File: src/rtl/scsa_pkg.sv
// Package: widths, constants and controller states of the sensor calibrate block.
`timescale 1ns / 1ps
package scsa_pkg;

  // Field widths
  localparam int unsigned SAMPLE_W = 16;
  localparam int unsigned DIFF_W   = 17;
  localparam int unsigned MEAN_W   = 20;
  localparam int unsigned BYTE_W   = 8;
  localparam int unsigned WIDE_W   = 10;

  // Default window depth
  localparam int unsigned WINDOW_DEPTH_DEF = 16;

  // Calibration start values
  localparam logic signed [SAMPLE_W-1:0] CAL_LOW_START  = 16'sd32000;
  localparam logic signed [SAMPLE_W-1:0] CAL_HIGH_START = -16'sd32000;

  // Mapping tops
  localparam logic [WIDE_W-1:0] BYTE_TOP = 10'd255;
  localparam logic [WIDE_W-1:0] WIDE_TOP = 10'd1023;

  // Mean divider: quotient bits of sum * 16 / count
  localparam int unsigned MQ_W   = 20;
  // Map divider: quotient bits, dividend width (x - low) * top
  localparam int unsigned MAP_QB = WIDE_W;
  localparam int unsigned NUM_W  = 28;
  localparam int unsigned MAG_W  = NUM_W - 1;
  localparam int unsigned STEP_W = 5;

  // Map lanes
  localparam int unsigned LANES     = 4;
  localparam int unsigned LANE_BYTE = 0;
  localparam int unsigned LANE_WIDE = 1;
  localparam int unsigned LANE_DIFF = 2;
  localparam int unsigned LANE_MEAN = 3;

  typedef enum logic [2:0] {
    ST_IDLE,
    ST_READ,
    ST_UPDATE,
    ST_MEAN_SETUP,
    ST_MEAN,
    ST_MAP_SETUP,
    ST_MAP,
    ST_FINISH
  } scsa_state_e;

endpackage

File: src/rtl/scsa_if.sv
// Interfaces: sample request channel and result channel.
`timescale 1ns / 1ps
interface scsa_in_if;
  import scsa_pkg::*;

  logic                       valid;
  logic                       ready;
  logic signed [SAMPLE_W-1:0] sample;
  logic                       calibrate;
  logic                       cal_restart;
  logic                       clear_window;

  modport source (
    output valid, sample, calibrate, cal_restart, clear_window,
    input  ready
  );
  modport sink (
    input  valid, sample, calibrate, cal_restart, clear_window,
    output ready
  );
endinterface

interface scsa_out_if;
  import scsa_pkg::*;

  logic                       valid;
  logic                       ready;
  logic [BYTE_W-1:0]          scaled_byte;
  logic [WIDE_W-1:0]          scaled_wide;
  logic signed [DIFF_W-1:0]   difference;
  logic [BYTE_W-1:0]          scaled_difference;
  logic signed [MEAN_W-1:0]   window_mean;
  logic                       mean_valid;
  logic [BYTE_W-1:0]          scaled_mean;
  logic                       scale_valid;
  logic signed [SAMPLE_W-1:0] cal_low;
  logic signed [SAMPLE_W-1:0] cal_high;

  modport source (
    output valid, scaled_byte, scaled_wide, difference, scaled_difference,
           window_mean, mean_valid, scaled_mean, scale_valid, cal_low, cal_high,
    input  ready
  );
  modport sink (
    input  valid, scaled_byte, scaled_wide, difference, scaled_difference,
           window_mean, mean_valid, scaled_mean, scale_valid, cal_low, cal_high,
    output ready
  );
endinterface

File: src/rtl/scsa_ram.sv
// Generic single-write, single-read RAM with registered read data.
`timescale 1ns / 1ps
module scsa_ram #(
  parameter  int unsigned WIDTH  = scsa_pkg::SAMPLE_W,
  parameter  int unsigned DEPTH  = scsa_pkg::WINDOW_DEPTH_DEF,
  localparam int unsigned ADDR_W = (DEPTH > 1) ? $clog2(DEPTH) : 1
) (
  input  logic              clk_i,
  input  logic              we_i,
  input  logic [ADDR_W-1:0] waddr_i,
  input  logic [WIDTH-1:0]  wdata_i,
  input  logic [ADDR_W-1:0] raddr_i,
  output logic [WIDTH-1:0]  rdata_o
);

  logic [WIDTH-1:0] mem_q [DEPTH];
  logic [WIDTH-1:0] rdata_q;

  // Write port and registered read port
  always_ff @(posedge clk_i) begin
    if (we_i) begin
      mem_q[waddr_i] <= wdata_i;
    end
    rdata_q <= mem_q[raddr_i];
  end

  assign rdata_o = rdata_q;

endmodule

File: src/rtl/sensor_calibrate_scale_average.sv
// Top level: min/max calibration, span mapping and moving-average window.
// One request at a time: the next request is taken in the cycle after the
// result is registered, which waits while the result channel stalls. The
// mean divider takes 20 steps and the span divider 10 steps.
// Reset (rst_ni low, asynchronous) empties the window through the fill count,
// zeroes the samples and sets the calibration range to 32000 / -32000.
`timescale 1ns / 1ps
module sensor_calibrate_scale_average #(
  parameter int unsigned WINDOW_DEPTH = scsa_pkg::WINDOW_DEPTH_DEF
) (
  input  logic       clk_i,
  input  logic       rst_ni,
  scsa_in_if.sink    in_i,
  scsa_out_if.source out_o
);
  import scsa_pkg::*;

  localparam int unsigned IDX_W  = (WINDOW_DEPTH > 1) ? $clog2(WINDOW_DEPTH) : 1;
  localparam int unsigned CNT_W  = $clog2(WINDOW_DEPTH + 1);
  localparam int unsigned SUM_W  = SAMPLE_W + 1 + $clog2(WINDOW_DEPTH);
  localparam int unsigned MREM_W = SUM_W + 4;
  localparam logic [IDX_W-1:0] IDX_LAST = IDX_W'(WINDOW_DEPTH - 1);
  localparam logic [CNT_W-1:0] CNT_FULL = CNT_W'(WINDOW_DEPTH);

  // Controller
  scsa_state_e state_q, state_d;
  logic [STEP_W-1:0] step_q, step_d;
  logic in_fire, out_load;

  // Item and block state
  logic signed [SAMPLE_W-1:0] smp_q, smp_d;
  logic                       cal_q, cal_d;
  logic signed [SAMPLE_W-1:0] low_q, low_d, high_q, high_d;
  logic signed [SAMPLE_W-1:0] cur_q, cur_d, prev_q, prev_d;
  logic signed [SUM_W-1:0]    sum_q, sum_d;
  logic [IDX_W-1:0]           idx_q, idx_d;
  logic [CNT_W-1:0]           fill_q, fill_d;

  // Window RAM
  logic                       ram_we;
  logic [SAMPLE_W-1:0]        ram_rdata;
  logic signed [SAMPLE_W-1:0] old_smp;

  // Mean divider
  logic [MREM_W-1:0] mrem_q, mrem_d, mdsh_q, mdsh_d;
  logic [MQ_W-1:0]   mquo_q, mquo_d;
  logic              mneg_q, mneg_d;
  logic              mge;
  logic [SUM_W-1:0]  sum_abs;

  // Map lanes
  logic [MAG_W-1:0]         lrem_q [LANES];
  logic [MAG_W-1:0]         lrem_d [LANES];
  logic [WIDE_W-1:0]        lquo_q [LANES];
  logic [WIDE_W-1:0]        lquo_d [LANES];
  logic [LANES-1:0]         lsat_q, lsat_d, lneg_q, lneg_d, lge;
  logic [MAG_W-1:0]         ldsh_q, ldsh_d;
  logic signed [DIFF_W-1:0] lx [LANES];
  logic signed [DIFF_W:0]   lt [LANES];
  logic signed [NUM_W-1:0]  ln [LANES];
  logic [MAG_W-1:0]         lmag [LANES];
  logic [WIDE_W-1:0]        ltop [LANES];
  logic [WIDE_W-1:0]        lres [LANES];
  logic signed [DIFF_W-1:0] span, diff, mean_int;
  logic [SAMPLE_W-1:0]      span_abs;

  // Result register
  logic                       out_valid_q, out_valid_d;
  logic [BYTE_W-1:0]          o_byte_q, o_byte_d, o_sdiff_q, o_sdiff_d, o_smean_q, o_smean_d;
  logic [WIDE_W-1:0]          o_wide_q, o_wide_d;
  logic signed [DIFF_W-1:0]   o_diff_q, o_diff_d;
  logic signed [MEAN_W-1:0]   o_mean_q, o_mean_d;
  logic                       o_mvalid_q, o_mvalid_d, o_svalid_q, o_svalid_d;
  logic signed [SAMPLE_W-1:0] o_low_q, o_low_d, o_high_q, o_high_d;

  assign in_i.ready = (state_q == ST_IDLE);
  assign in_fire    = in_i.valid && in_i.ready;
  assign out_load   = (state_q == ST_FINISH) && (!out_valid_q || out_o.ready);

  // Next state
  always_comb begin
    state_d = state_q;
    unique case (state_q)
      ST_IDLE: begin
        if (in_i.valid) begin
          state_d = ST_READ;
        end
      end
      ST_READ:       state_d = ST_UPDATE;
      ST_UPDATE:     state_d = ST_MEAN_SETUP;
      ST_MEAN_SETUP: state_d = ST_MEAN;
      ST_MEAN: begin
        if (step_q == STEP_W'(MQ_W - 1)) begin
          state_d = ST_MAP_SETUP;
        end
      end
      ST_MAP_SETUP:  state_d = ST_MAP;
      ST_MAP: begin
        if (step_q == STEP_W'(MAP_QB - 1)) begin
          state_d = ST_FINISH;
        end
      end
      ST_FINISH: begin
        if (!out_valid_q || out_o.ready) begin
          state_d = ST_IDLE;
        end
      end
      default:       state_d = ST_IDLE;
    endcase
  end

  always_ff @(posedge clk_i or negedge rst_ni) begin
    if (!rst_ni) begin
      state_q <= ST_IDLE;
    end else begin
      state_q <= state_d;
    end
  end

  // Window store
  assign ram_we = (state_q == ST_UPDATE) && !cal_q;

  scsa_ram #(
    .WIDTH (SAMPLE_W),
    .DEPTH (WINDOW_DEPTH)
  ) u_window (
    .clk_i   (clk_i),
    .we_i    (ram_we),
    .waddr_i (idx_q),
    .wdata_i (smp_q),
    .raddr_i (idx_q),
    .rdata_o (ram_rdata)
  );

  // Slot being replaced reads as zero until the window has filled
  assign old_smp = (fill_q == CNT_FULL) ? $signed(ram_rdata) : '0;

  // Lane operands (span shared by all lanes) and mean divider helpers
  assign span     = DIFF_W'(high_q) - DIFF_W'(low_q);
  assign span_abs = span[DIFF_W-1] ? SAMPLE_W'(-span) : SAMPLE_W'(span);
  assign diff     = DIFF_W'(cur_q) - DIFF_W'(prev_q);
  assign mean_int = mneg_q ? -DIFF_W'({1'b0, mquo_q[MQ_W-1:4]})
                           : DIFF_W'({1'b0, mquo_q[MQ_W-1:4]});
  assign sum_abs  = sum_q[SUM_W-1] ? SUM_W'(-sum_q) : SUM_W'(sum_q);
  assign mge      = (mrem_q >= mdsh_q);

  always_comb begin
    lx[LANE_BYTE] = DIFF_W'(cur_q);
    lx[LANE_WIDE] = DIFF_W'(cur_q);
    lx[LANE_DIFF] = diff;
    lx[LANE_MEAN] = mean_int;
    for (int j = 0; j < LANES; j++) begin
      ltop[j] = (j == LANE_WIDE) ? WIDE_TOP : BYTE_TOP;
      lt[j]   = (DIFF_W + 1)'(lx[j]) - (DIFF_W + 1)'(low_q);
      ln[j]   = ((j == LANE_WIDE) ? (NUM_W'(lt[j]) <<< WIDE_W) : (NUM_W'(lt[j]) <<< BYTE_W))
                - NUM_W'(lt[j]);
      lmag[j] = ln[j][NUM_W-1] ? MAG_W'(-ln[j]) : MAG_W'(ln[j]);
      lge[j]  = (lrem_q[j] >= ldsh_q);
      if (lneg_q[j]) begin
        lres[j] = '0;
      end else if (lsat_q[j] || (lquo_q[j] > ltop[j])) begin
        lres[j] = ltop[j];
      end else begin
        lres[j] = lquo_q[j];
      end
    end
  end

  // Datapath next values
  always_comb begin
    step_d      = step_q;
    smp_d       = smp_q;
    cal_d       = cal_q;
    low_d       = low_q;
    high_d      = high_q;
    cur_d       = cur_q;
    prev_d      = prev_q;
    sum_d       = sum_q;
    idx_d       = idx_q;
    fill_d      = fill_q;
    mrem_d      = mrem_q;
    mdsh_d      = mdsh_q;
    mquo_d      = mquo_q;
    mneg_d      = mneg_q;
    lrem_d      = lrem_q;
    lquo_d      = lquo_q;
    lsat_d      = lsat_q;
    lneg_d      = lneg_q;
    ldsh_d      = ldsh_q;
    out_valid_d = out_valid_q;
    o_byte_d    = o_byte_q;
    o_wide_d    = o_wide_q;
    o_diff_d    = o_diff_q;
    o_sdiff_d   = o_sdiff_q;
    o_mean_d    = o_mean_q;
    o_mvalid_d  = o_mvalid_q;
    o_smean_d   = o_smean_q;
    o_svalid_d  = o_svalid_q;
    o_low_d     = o_low_q;
    o_high_d    = o_high_q;

    // Take the request; restart calibration, then clear the window
    if (in_fire) begin
      smp_d = in_i.sample;
      cal_d = in_i.calibrate;
      if (in_i.cal_restart) begin
        low_d  = CAL_LOW_START;
        high_d = CAL_HIGH_START;
      end
      if (in_i.clear_window) begin
        sum_d  = '0;
        idx_d  = '0;
        fill_d = '0;
      end
    end

    // Widen the range, or advance the samples and the window
    if (state_q == ST_UPDATE) begin
      if (cal_q) begin
        if (smp_q > high_q) begin
          high_d = smp_q;
        end
        if (smp_q < low_q) begin
          low_d = smp_q;
        end
      end else begin
        prev_d = cur_q;
        cur_d  = smp_q;
        sum_d  = sum_q - SUM_W'(old_smp) + SUM_W'(smp_q);
        idx_d  = (idx_q == IDX_LAST) ? '0 : idx_q + 1'b1;
        fill_d = (fill_q == CNT_FULL) ? fill_q : fill_q + 1'b1;
      end
    end

    // Load the mean divider with |sum| * 16 over the fill count
    if (state_q == ST_MEAN_SETUP) begin
      mrem_d = {sum_abs, 4'b0000};
      mdsh_d = MREM_W'(fill_q) << (MQ_W - 1);
      mquo_d = '0;
      mneg_d = sum_q[SUM_W-1];
      step_d = '0;
    end

    // One quotient bit per cycle
    if (state_q == ST_MEAN) begin
      if (mge) begin
        mrem_d = mrem_q - mdsh_q;
      end
      mquo_d = {mquo_q[MQ_W-2:0], mge};
      mdsh_d = mdsh_q >> 1;
      step_d = step_q + 1'b1;
    end

    // Load the map lanes; flag quotients that overflow the lane width
    if (state_q == ST_MAP_SETUP) begin
      for (int j = 0; j < LANES; j++) begin
        lrem_d[j] = lmag[j];
        lquo_d[j] = '0;
        lsat_d[j] = (lmag[j] >= (MAG_W'(span_abs) << MAP_QB));
        lneg_d[j] = ln[j][NUM_W-1] ^ span[DIFF_W-1];
      end
      ldsh_d = MAG_W'(span_abs) << (MAP_QB - 1);
      step_d = '0;
    end

    // One quotient bit per cycle in every lane
    if (state_q == ST_MAP) begin
      for (int j = 0; j < LANES; j++) begin
        if (lge[j]) begin
          lrem_d[j] = lrem_q[j] - ldsh_q;
        end
        lquo_d[j] = {lquo_q[j][WIDE_W-2:0], lge[j]};
      end
      ldsh_d = ldsh_q >> 1;
      step_d = step_q + 1'b1;
    end

    // Drop the result once taken, register a new one
    if (out_o.ready) begin
      out_valid_d = 1'b0;
    end
    if (out_load) begin
      out_valid_d = 1'b1;
      o_svalid_d  = (low_q != high_q);
      o_mvalid_d  = (fill_q != '0);
      o_byte_d    = o_svalid_d ? lres[LANE_BYTE][BYTE_W-1:0] : '0;
      o_wide_d    = o_svalid_d ? lres[LANE_WIDE] : '0;
      o_sdiff_d   = o_svalid_d ? lres[LANE_DIFF][BYTE_W-1:0] : '0;
      o_smean_d   = (o_svalid_d && o_mvalid_d) ? lres[LANE_MEAN][BYTE_W-1:0] : '0;
      o_diff_d    = diff;
      if (!o_mvalid_d) begin
        o_mean_d = '0;
      end else if (mneg_q) begin
        o_mean_d = -MEAN_W'(mquo_q);
      end else begin
        o_mean_d = MEAN_W'(mquo_q);
      end
      o_low_d     = low_q;
      o_high_d    = high_q;
    end
  end

  // Control and block state
  always_ff @(posedge clk_i or negedge rst_ni) begin
    if (!rst_ni) begin
      step_q      <= '0;
      low_q       <= CAL_LOW_START;
      high_q      <= CAL_HIGH_START;
      cur_q       <= '0;
      prev_q      <= '0;
      sum_q       <= '0;
      idx_q       <= '0;
      fill_q      <= '0;
      out_valid_q <= 1'b0;
    end else begin
      step_q      <= step_d;
      low_q       <= low_d;
      high_q      <= high_d;
      cur_q       <= cur_d;
      prev_q      <= prev_d;
      sum_q       <= sum_d;
      idx_q       <= idx_d;
      fill_q      <= fill_d;
      out_valid_q <= out_valid_d;
    end
  end

  // Payload and divider registers
  always_ff @(posedge clk_i) begin
    smp_q      <= smp_d;
    cal_q      <= cal_d;
    mrem_q     <= mrem_d;
    mdsh_q     <= mdsh_d;
    mquo_q     <= mquo_d;
    mneg_q     <= mneg_d;
    lrem_q     <= lrem_d;
    lquo_q     <= lquo_d;
    lsat_q     <= lsat_d;
    lneg_q     <= lneg_d;
    ldsh_q     <= ldsh_d;
    o_byte_q   <= o_byte_d;
    o_wide_q   <= o_wide_d;
    o_diff_q   <= o_diff_d;
    o_sdiff_q  <= o_sdiff_d;
    o_mean_q   <= o_mean_d;
    o_mvalid_q <= o_mvalid_d;
    o_smean_q  <= o_smean_d;
    o_svalid_q <= o_svalid_d;
    o_low_q    <= o_low_d;
    o_high_q   <= o_high_d;
  end

  // Result channel
  assign out_o.valid             = out_valid_q;
  assign out_o.scaled_byte       = o_byte_q;
  assign out_o.scaled_wide       = o_wide_q;
  assign out_o.difference        = o_diff_q;
  assign out_o.scaled_difference = o_sdiff_q;
  assign out_o.window_mean       = o_mean_q;
  assign out_o.mean_valid        = o_mvalid_q;
  assign out_o.scaled_mean       = o_smean_q;
  assign out_o.scale_valid       = o_svalid_q;
  assign out_o.cal_low           = o_low_q;
  assign out_o.cal_high          = o_high_q;

endmodule

File: src/flat_wrapper.sv
// flat-port wrapper written by rule: the top's interface ports become plain ports
module sensor_calibrate_scale_average_flat import scsa_pkg::*;
#(
  parameter int unsigned WINDOW_DEPTH = scsa_pkg::WINDOW_DEPTH_DEF
)
  (clk_i, rst_ni, in_i_valid, in_i_sample, in_i_calibrate, in_i_cal_restart, in_i_clear_window, in_i_ready, out_o_valid, out_o_scaled_byte, out_o_scaled_wide, out_o_difference, out_o_scaled_difference, out_o_window_mean, out_o_mean_valid, out_o_scaled_mean, out_o_scale_valid, out_o_cal_low, out_o_cal_high, out_o_ready);
  scsa_in_if in_i_i ();
  scsa_out_if out_o_i ();
  input  logic clk_i;
  input  logic rst_ni;
  input wire logic [$bits(in_i_i.valid)-1:0] in_i_valid;
  input wire logic [$bits(in_i_i.sample)-1:0] in_i_sample;
  input wire logic [$bits(in_i_i.calibrate)-1:0] in_i_calibrate;
  input wire logic [$bits(in_i_i.cal_restart)-1:0] in_i_cal_restart;
  input wire logic [$bits(in_i_i.clear_window)-1:0] in_i_clear_window;
  output wire logic [$bits(in_i_i.ready)-1:0] in_i_ready;
  output wire logic [$bits(out_o_i.valid)-1:0] out_o_valid;
  output wire logic [$bits(out_o_i.scaled_byte)-1:0] out_o_scaled_byte;
  output wire logic [$bits(out_o_i.scaled_wide)-1:0] out_o_scaled_wide;
  output wire logic [$bits(out_o_i.difference)-1:0] out_o_difference;
  output wire logic [$bits(out_o_i.scaled_difference)-1:0] out_o_scaled_difference;
  output wire logic [$bits(out_o_i.window_mean)-1:0] out_o_window_mean;
  output wire logic [$bits(out_o_i.mean_valid)-1:0] out_o_mean_valid;
  output wire logic [$bits(out_o_i.scaled_mean)-1:0] out_o_scaled_mean;
  output wire logic [$bits(out_o_i.scale_valid)-1:0] out_o_scale_valid;
  output wire logic [$bits(out_o_i.cal_low)-1:0] out_o_cal_low;
  output wire logic [$bits(out_o_i.cal_high)-1:0] out_o_cal_high;
  input wire logic [$bits(out_o_i.ready)-1:0] out_o_ready;
  assign in_i_i.valid = in_i_valid;
  assign in_i_i.sample = in_i_sample;
  assign in_i_i.calibrate = in_i_calibrate;
  assign in_i_i.cal_restart = in_i_cal_restart;
  assign in_i_i.clear_window = in_i_clear_window;
  assign in_i_ready = in_i_i.ready;
  assign out_o_valid = out_o_i.valid;
  assign out_o_scaled_byte = out_o_i.scaled_byte;
  assign out_o_scaled_wide = out_o_i.scaled_wide;
  assign out_o_difference = out_o_i.difference;
  assign out_o_scaled_difference = out_o_i.scaled_difference;
  assign out_o_window_mean = out_o_i.window_mean;
  assign out_o_mean_valid = out_o_i.mean_valid;
  assign out_o_scaled_mean = out_o_i.scaled_mean;
  assign out_o_scale_valid = out_o_i.scale_valid;
  assign out_o_cal_low = out_o_i.cal_low;
  assign out_o_cal_high = out_o_i.cal_high;
  assign out_o_i.ready = out_o_ready;
  sensor_calibrate_scale_average #(.WINDOW_DEPTH(WINDOW_DEPTH)) u_core (.clk_i(clk_i), .rst_ni(rst_ni), .in_i(in_i_i), .out_o(out_o_i));
endmodule
File: config.mk
export PLATFORM = sky130hd
export DESIGN_NAME = sensor_calibrate_scale_average_flat
export DESIGN_NICKNAME = d
export VERILOG_FILES = /design/src/rtl/scsa_pkg.sv /design/src/rtl/scsa_if.sv /design/src/rtl/scsa_ram.sv /design/src/rtl/sensor_calibrate_scale_average.sv /design/src/flat_wrapper.sv
export SDC_FILE = /design/constraint.sdc
export NUM_CORES = 2
export LEC_CHECK = 0
export ABC_AREA = 1
export CORE_MARGIN = 1
export CORE_UTILIZATION = 40
export CTS_CLUSTER_SIZE = 8
export DETAILED_ROUTE_END_ITERATION = 8
export DONT_BUFFER_PORTS = 1
export PLACE_DENSITY = 0.6
export SLEW_MARGIN = 5
export SYNTH_ARGS = -nofsm -noshare
export SYNTH_HDL_FRONTEND = slang
export SYNTH_SLANG_ARGS = --single-unit
File: constraint.sdc
create_clock -name clk_i -period 7.3 [get_ports clk_i]
set_input_delay 1.095 -clock clk_i [delete_from_list [all_inputs] [get_ports clk_i]]
set_output_delay 1.095 -clock clk_i [all_outputs]
set_load 0.005 [all_outputs]
==> results.txt <==
hpwl dp -> 126000 um
Worst-Margin Slew -> 1.16 ns
Worst setup EP type -> register
Die H -> 359 um
Mapped Nets -> 6853
first-pass iteration count of the detailed router -> 6
synth warn -> 0
CP dominant cell by count -> a21oi_1
Post-synth ARST share -> 0.138
post-synth top area share -> 0.292
fillers -> 12500
global-route wire length before repair -> 251000 um
DRC viols -> 0
H-tree depth -> 3
fmax -> 147 MHz
Final ANT Viol Nets -> 0
gr usage total -> 0.253
clock skew -> 0.0612 ns
Total Nets Final -> 6928
row count -> 130
Syn-to-layout area delta -> 11.5%
CP max stage delay -> 0.47 ns
clock latency on the worst-skew pair -> 0.76 ns
Reg clk slew, reported paths -> 0.06 ns
core area -> 0.126 mm2
period utilization -> 0.931
hold_buf cts -> 0
Synth area leaders -> edfxtp_1, ha_1, nand2_1, inv_1, dfxtp_1
Max Cap Viol -> 0
initial core utilization -> 0.404
RePlAce Congestion -> 0.991
register area -> 0.0205 mm2
Sink Count -> 748
io pins -> 130
layout cells sized above 1 -> 0.0699
CTS buffer count -> 105
most instantiated cells after synthesis -> nand2_1, inv_1, nor2_1
Root Buffer -> clkbuf_16
GRT overflow -> 0
Hold Vio Cnt, Final -> 0
Arr. time, crit path -> 7.19 ns
critical path type -> reg -> reg
Seq/Total Area, Yosys -> 0.402
Primary FF master, synth -> edfxtp_1
first-iteration detailed-routing DRC count -> 3723
Worst EP required -> 7.69 ns
distinct cell type count after synthesis -> 79
WL/cell -> 20.4 um
reg2reg setup slack -> 0.50 ns
multi-input logic area -> 0.0269 mm2
Die ar. -> 0.129 mm2
Post-synth EDFFs -> 496
final wirelength -> 167000 um
slowest stage cell, crit path -> ha_1
Worst path top cell family by delay -> compound AO/OA/AOI/OAI gates
antenna violations before repair -> 13
CP startpoint kind -> register
vias per cell -> 5.39
Crit Path Max Fanout -> 10
Final min period -> 6.80 ns
final setup fails -> 0
status -> finished, final reports clean
worst rel slew slack -> 0.227
Bufs and invs on worst path -> 6
Mapped Cells -> 6403
post-synth top area cell -> edfxtp_1
TNS Setup -> 0 ns
count leader, synth -> nand2_1
via count -> 44300
Mapped Area -> 0.0510 mm2
Slew Limit Fails -> 0
Synth Register Bits -> 748
type of the most critical hold path -> in -> async
Port Buf Inserts -> 0
vias in the first global route -> 41600
Clock Tree Buf Depth -> 3
CTS tree -> yes
Synth Area per Inst -> 7.96 um2
die width -> 359 um
largest net degree at the start of global routing -> 104
==> cell families after synthesis <==
logic type,count (synthesis),share of synthesized area
compound gates,1341,0.146
xor+xnor,304,0.0547
fa+ha+maj,427,0.109
buf+inv,1034,0.0772
flops,748,0.402
mux,1,0.000196
other cells,1,0.0000736
simple gates,2547,0.211
==> path summary, 6_finish.rpt <==
| path | startpoint | end | depth (start not counted) |
|---|---|---|---|
| setup / recovery | u_core.cur_q[0] | u_core.lsat_q[0] | 39 |
| hold reg to reg | u_core.low_q[15] | u_core.out_o.cal_low[15] | 0 |
| setup reg to reg | u_core.cur_q[0] | u_core.lsat_q[0] | 39 |
| min in group clk_i | in_i_sample[12] | u_core.smp_q[12] | 0 |
| hold / removal | rst_ni | u_core.sum_q[17] | 0 |
| max in group asynchronous | rst_ni | u_core.low_q[13] | 0 |
==> state kept, by name, summed over array words and instances (netlist names), 16 cells and up <==
| name | cells |
|---|---|
| u_core.high_q | 16 |
| u_core.lrem_q | 108 |
| u_core.lquo_q | 40 |
| u_core.prev_q | 16 |
| u_core.sum_q | 21 |
| u_core.out_o.difference | 17 |
| u_core.u_window.rdata_o | 16 |
| u_core.u_window.mem_q | 256 |
| u_core.out_o.cal_low | 16 |
| u_core.mquo_q | 20 |
| u_core.mdsh_q | 24 |
| u_core.cur_q | 16 |
| u_core.out_o.window_mean | 20 |
| u_core.ldsh_q | 25 |
| u_core.low_q | 16 |
| u_core.smp_q | 16 |
| u_core.mrem_q | 25 |
| u_core.out_o.cal_high | 16 |
==> what timing repair did <==
item                                    in CTS  in global routing
pin swaps                                    0                 11
endpoints found under the setup margin       1                  4
buffers inserted                             0                 15
gates resized for setup                      1                 72
==> per-stage QoR <==
step	hold slack (ns)	util	cells	instance area [um2]	setup slack, ns
6_report	0.0750	0.451	8215	56800	0.504
5_1_grt	0.0287	0.451	8215	56800	-0.0323
4_1_cts	0.00169	0.448	8199	56400	0.0801
2_1_floorplan	0.423	-	6403	51000	0.524
3_5_place_dp	0.461	0.423	8006	53300	0.00593
3_3_place_gp	0.459	0.423	8006	53300	0.168
==> cell type report <==
type,count,area share
Multi-Input combinational cell,4621,0.473
Sequential cell,748,0.360
Inverter,867,0.0576
Clock buffer,184,0.0516
Tap cell,1650,0.0363
Timing Repair Buffer,135,0.0179
Clock inverter,9,0.00299
Antenna cell,1,0.0000440
==> cells in the final DEF (no fill, tap or decap), drive strengths merged, types with 4 or more instances in the layout <==
cell,count
a211oi,13
a21boi,24
a21o,12
a21oi,487
a221oi,6
a22oi,15
a31oi,46
and2,7
buf,135
clkbuf,184
clkinv,15
dfrtp,94
dfstp,9
dfxtp,149
edfxtp,496
fa,30
ha,397
inv,859
nand2,1343
nand3,297
nand3b,19
nand4,92
nor2,664
nor3,87
nor3b,4
nor4,18
o211ai,16
o21a,24
o21ai,537
o21bai,33
o221ai,13
o22ai,85
o31ai,11
or2,12
xnor2,91
xor2,213
==> per-layer routing <==
layer	part of all wire	GRT usage	wire, um	up-vias
met5	0.000066	0	11	-
met4	0.044	0.106	7430	2
met3	0.064	0.0407	10700	303
met2	0.45	0.411	75900	1291
met1	0.44	0.335	73200	20900
li1	-	-	-	21700
Power is not shown: default switching activity piles up to over one toggle a cycle in this logic, so the estimate is an artifact.
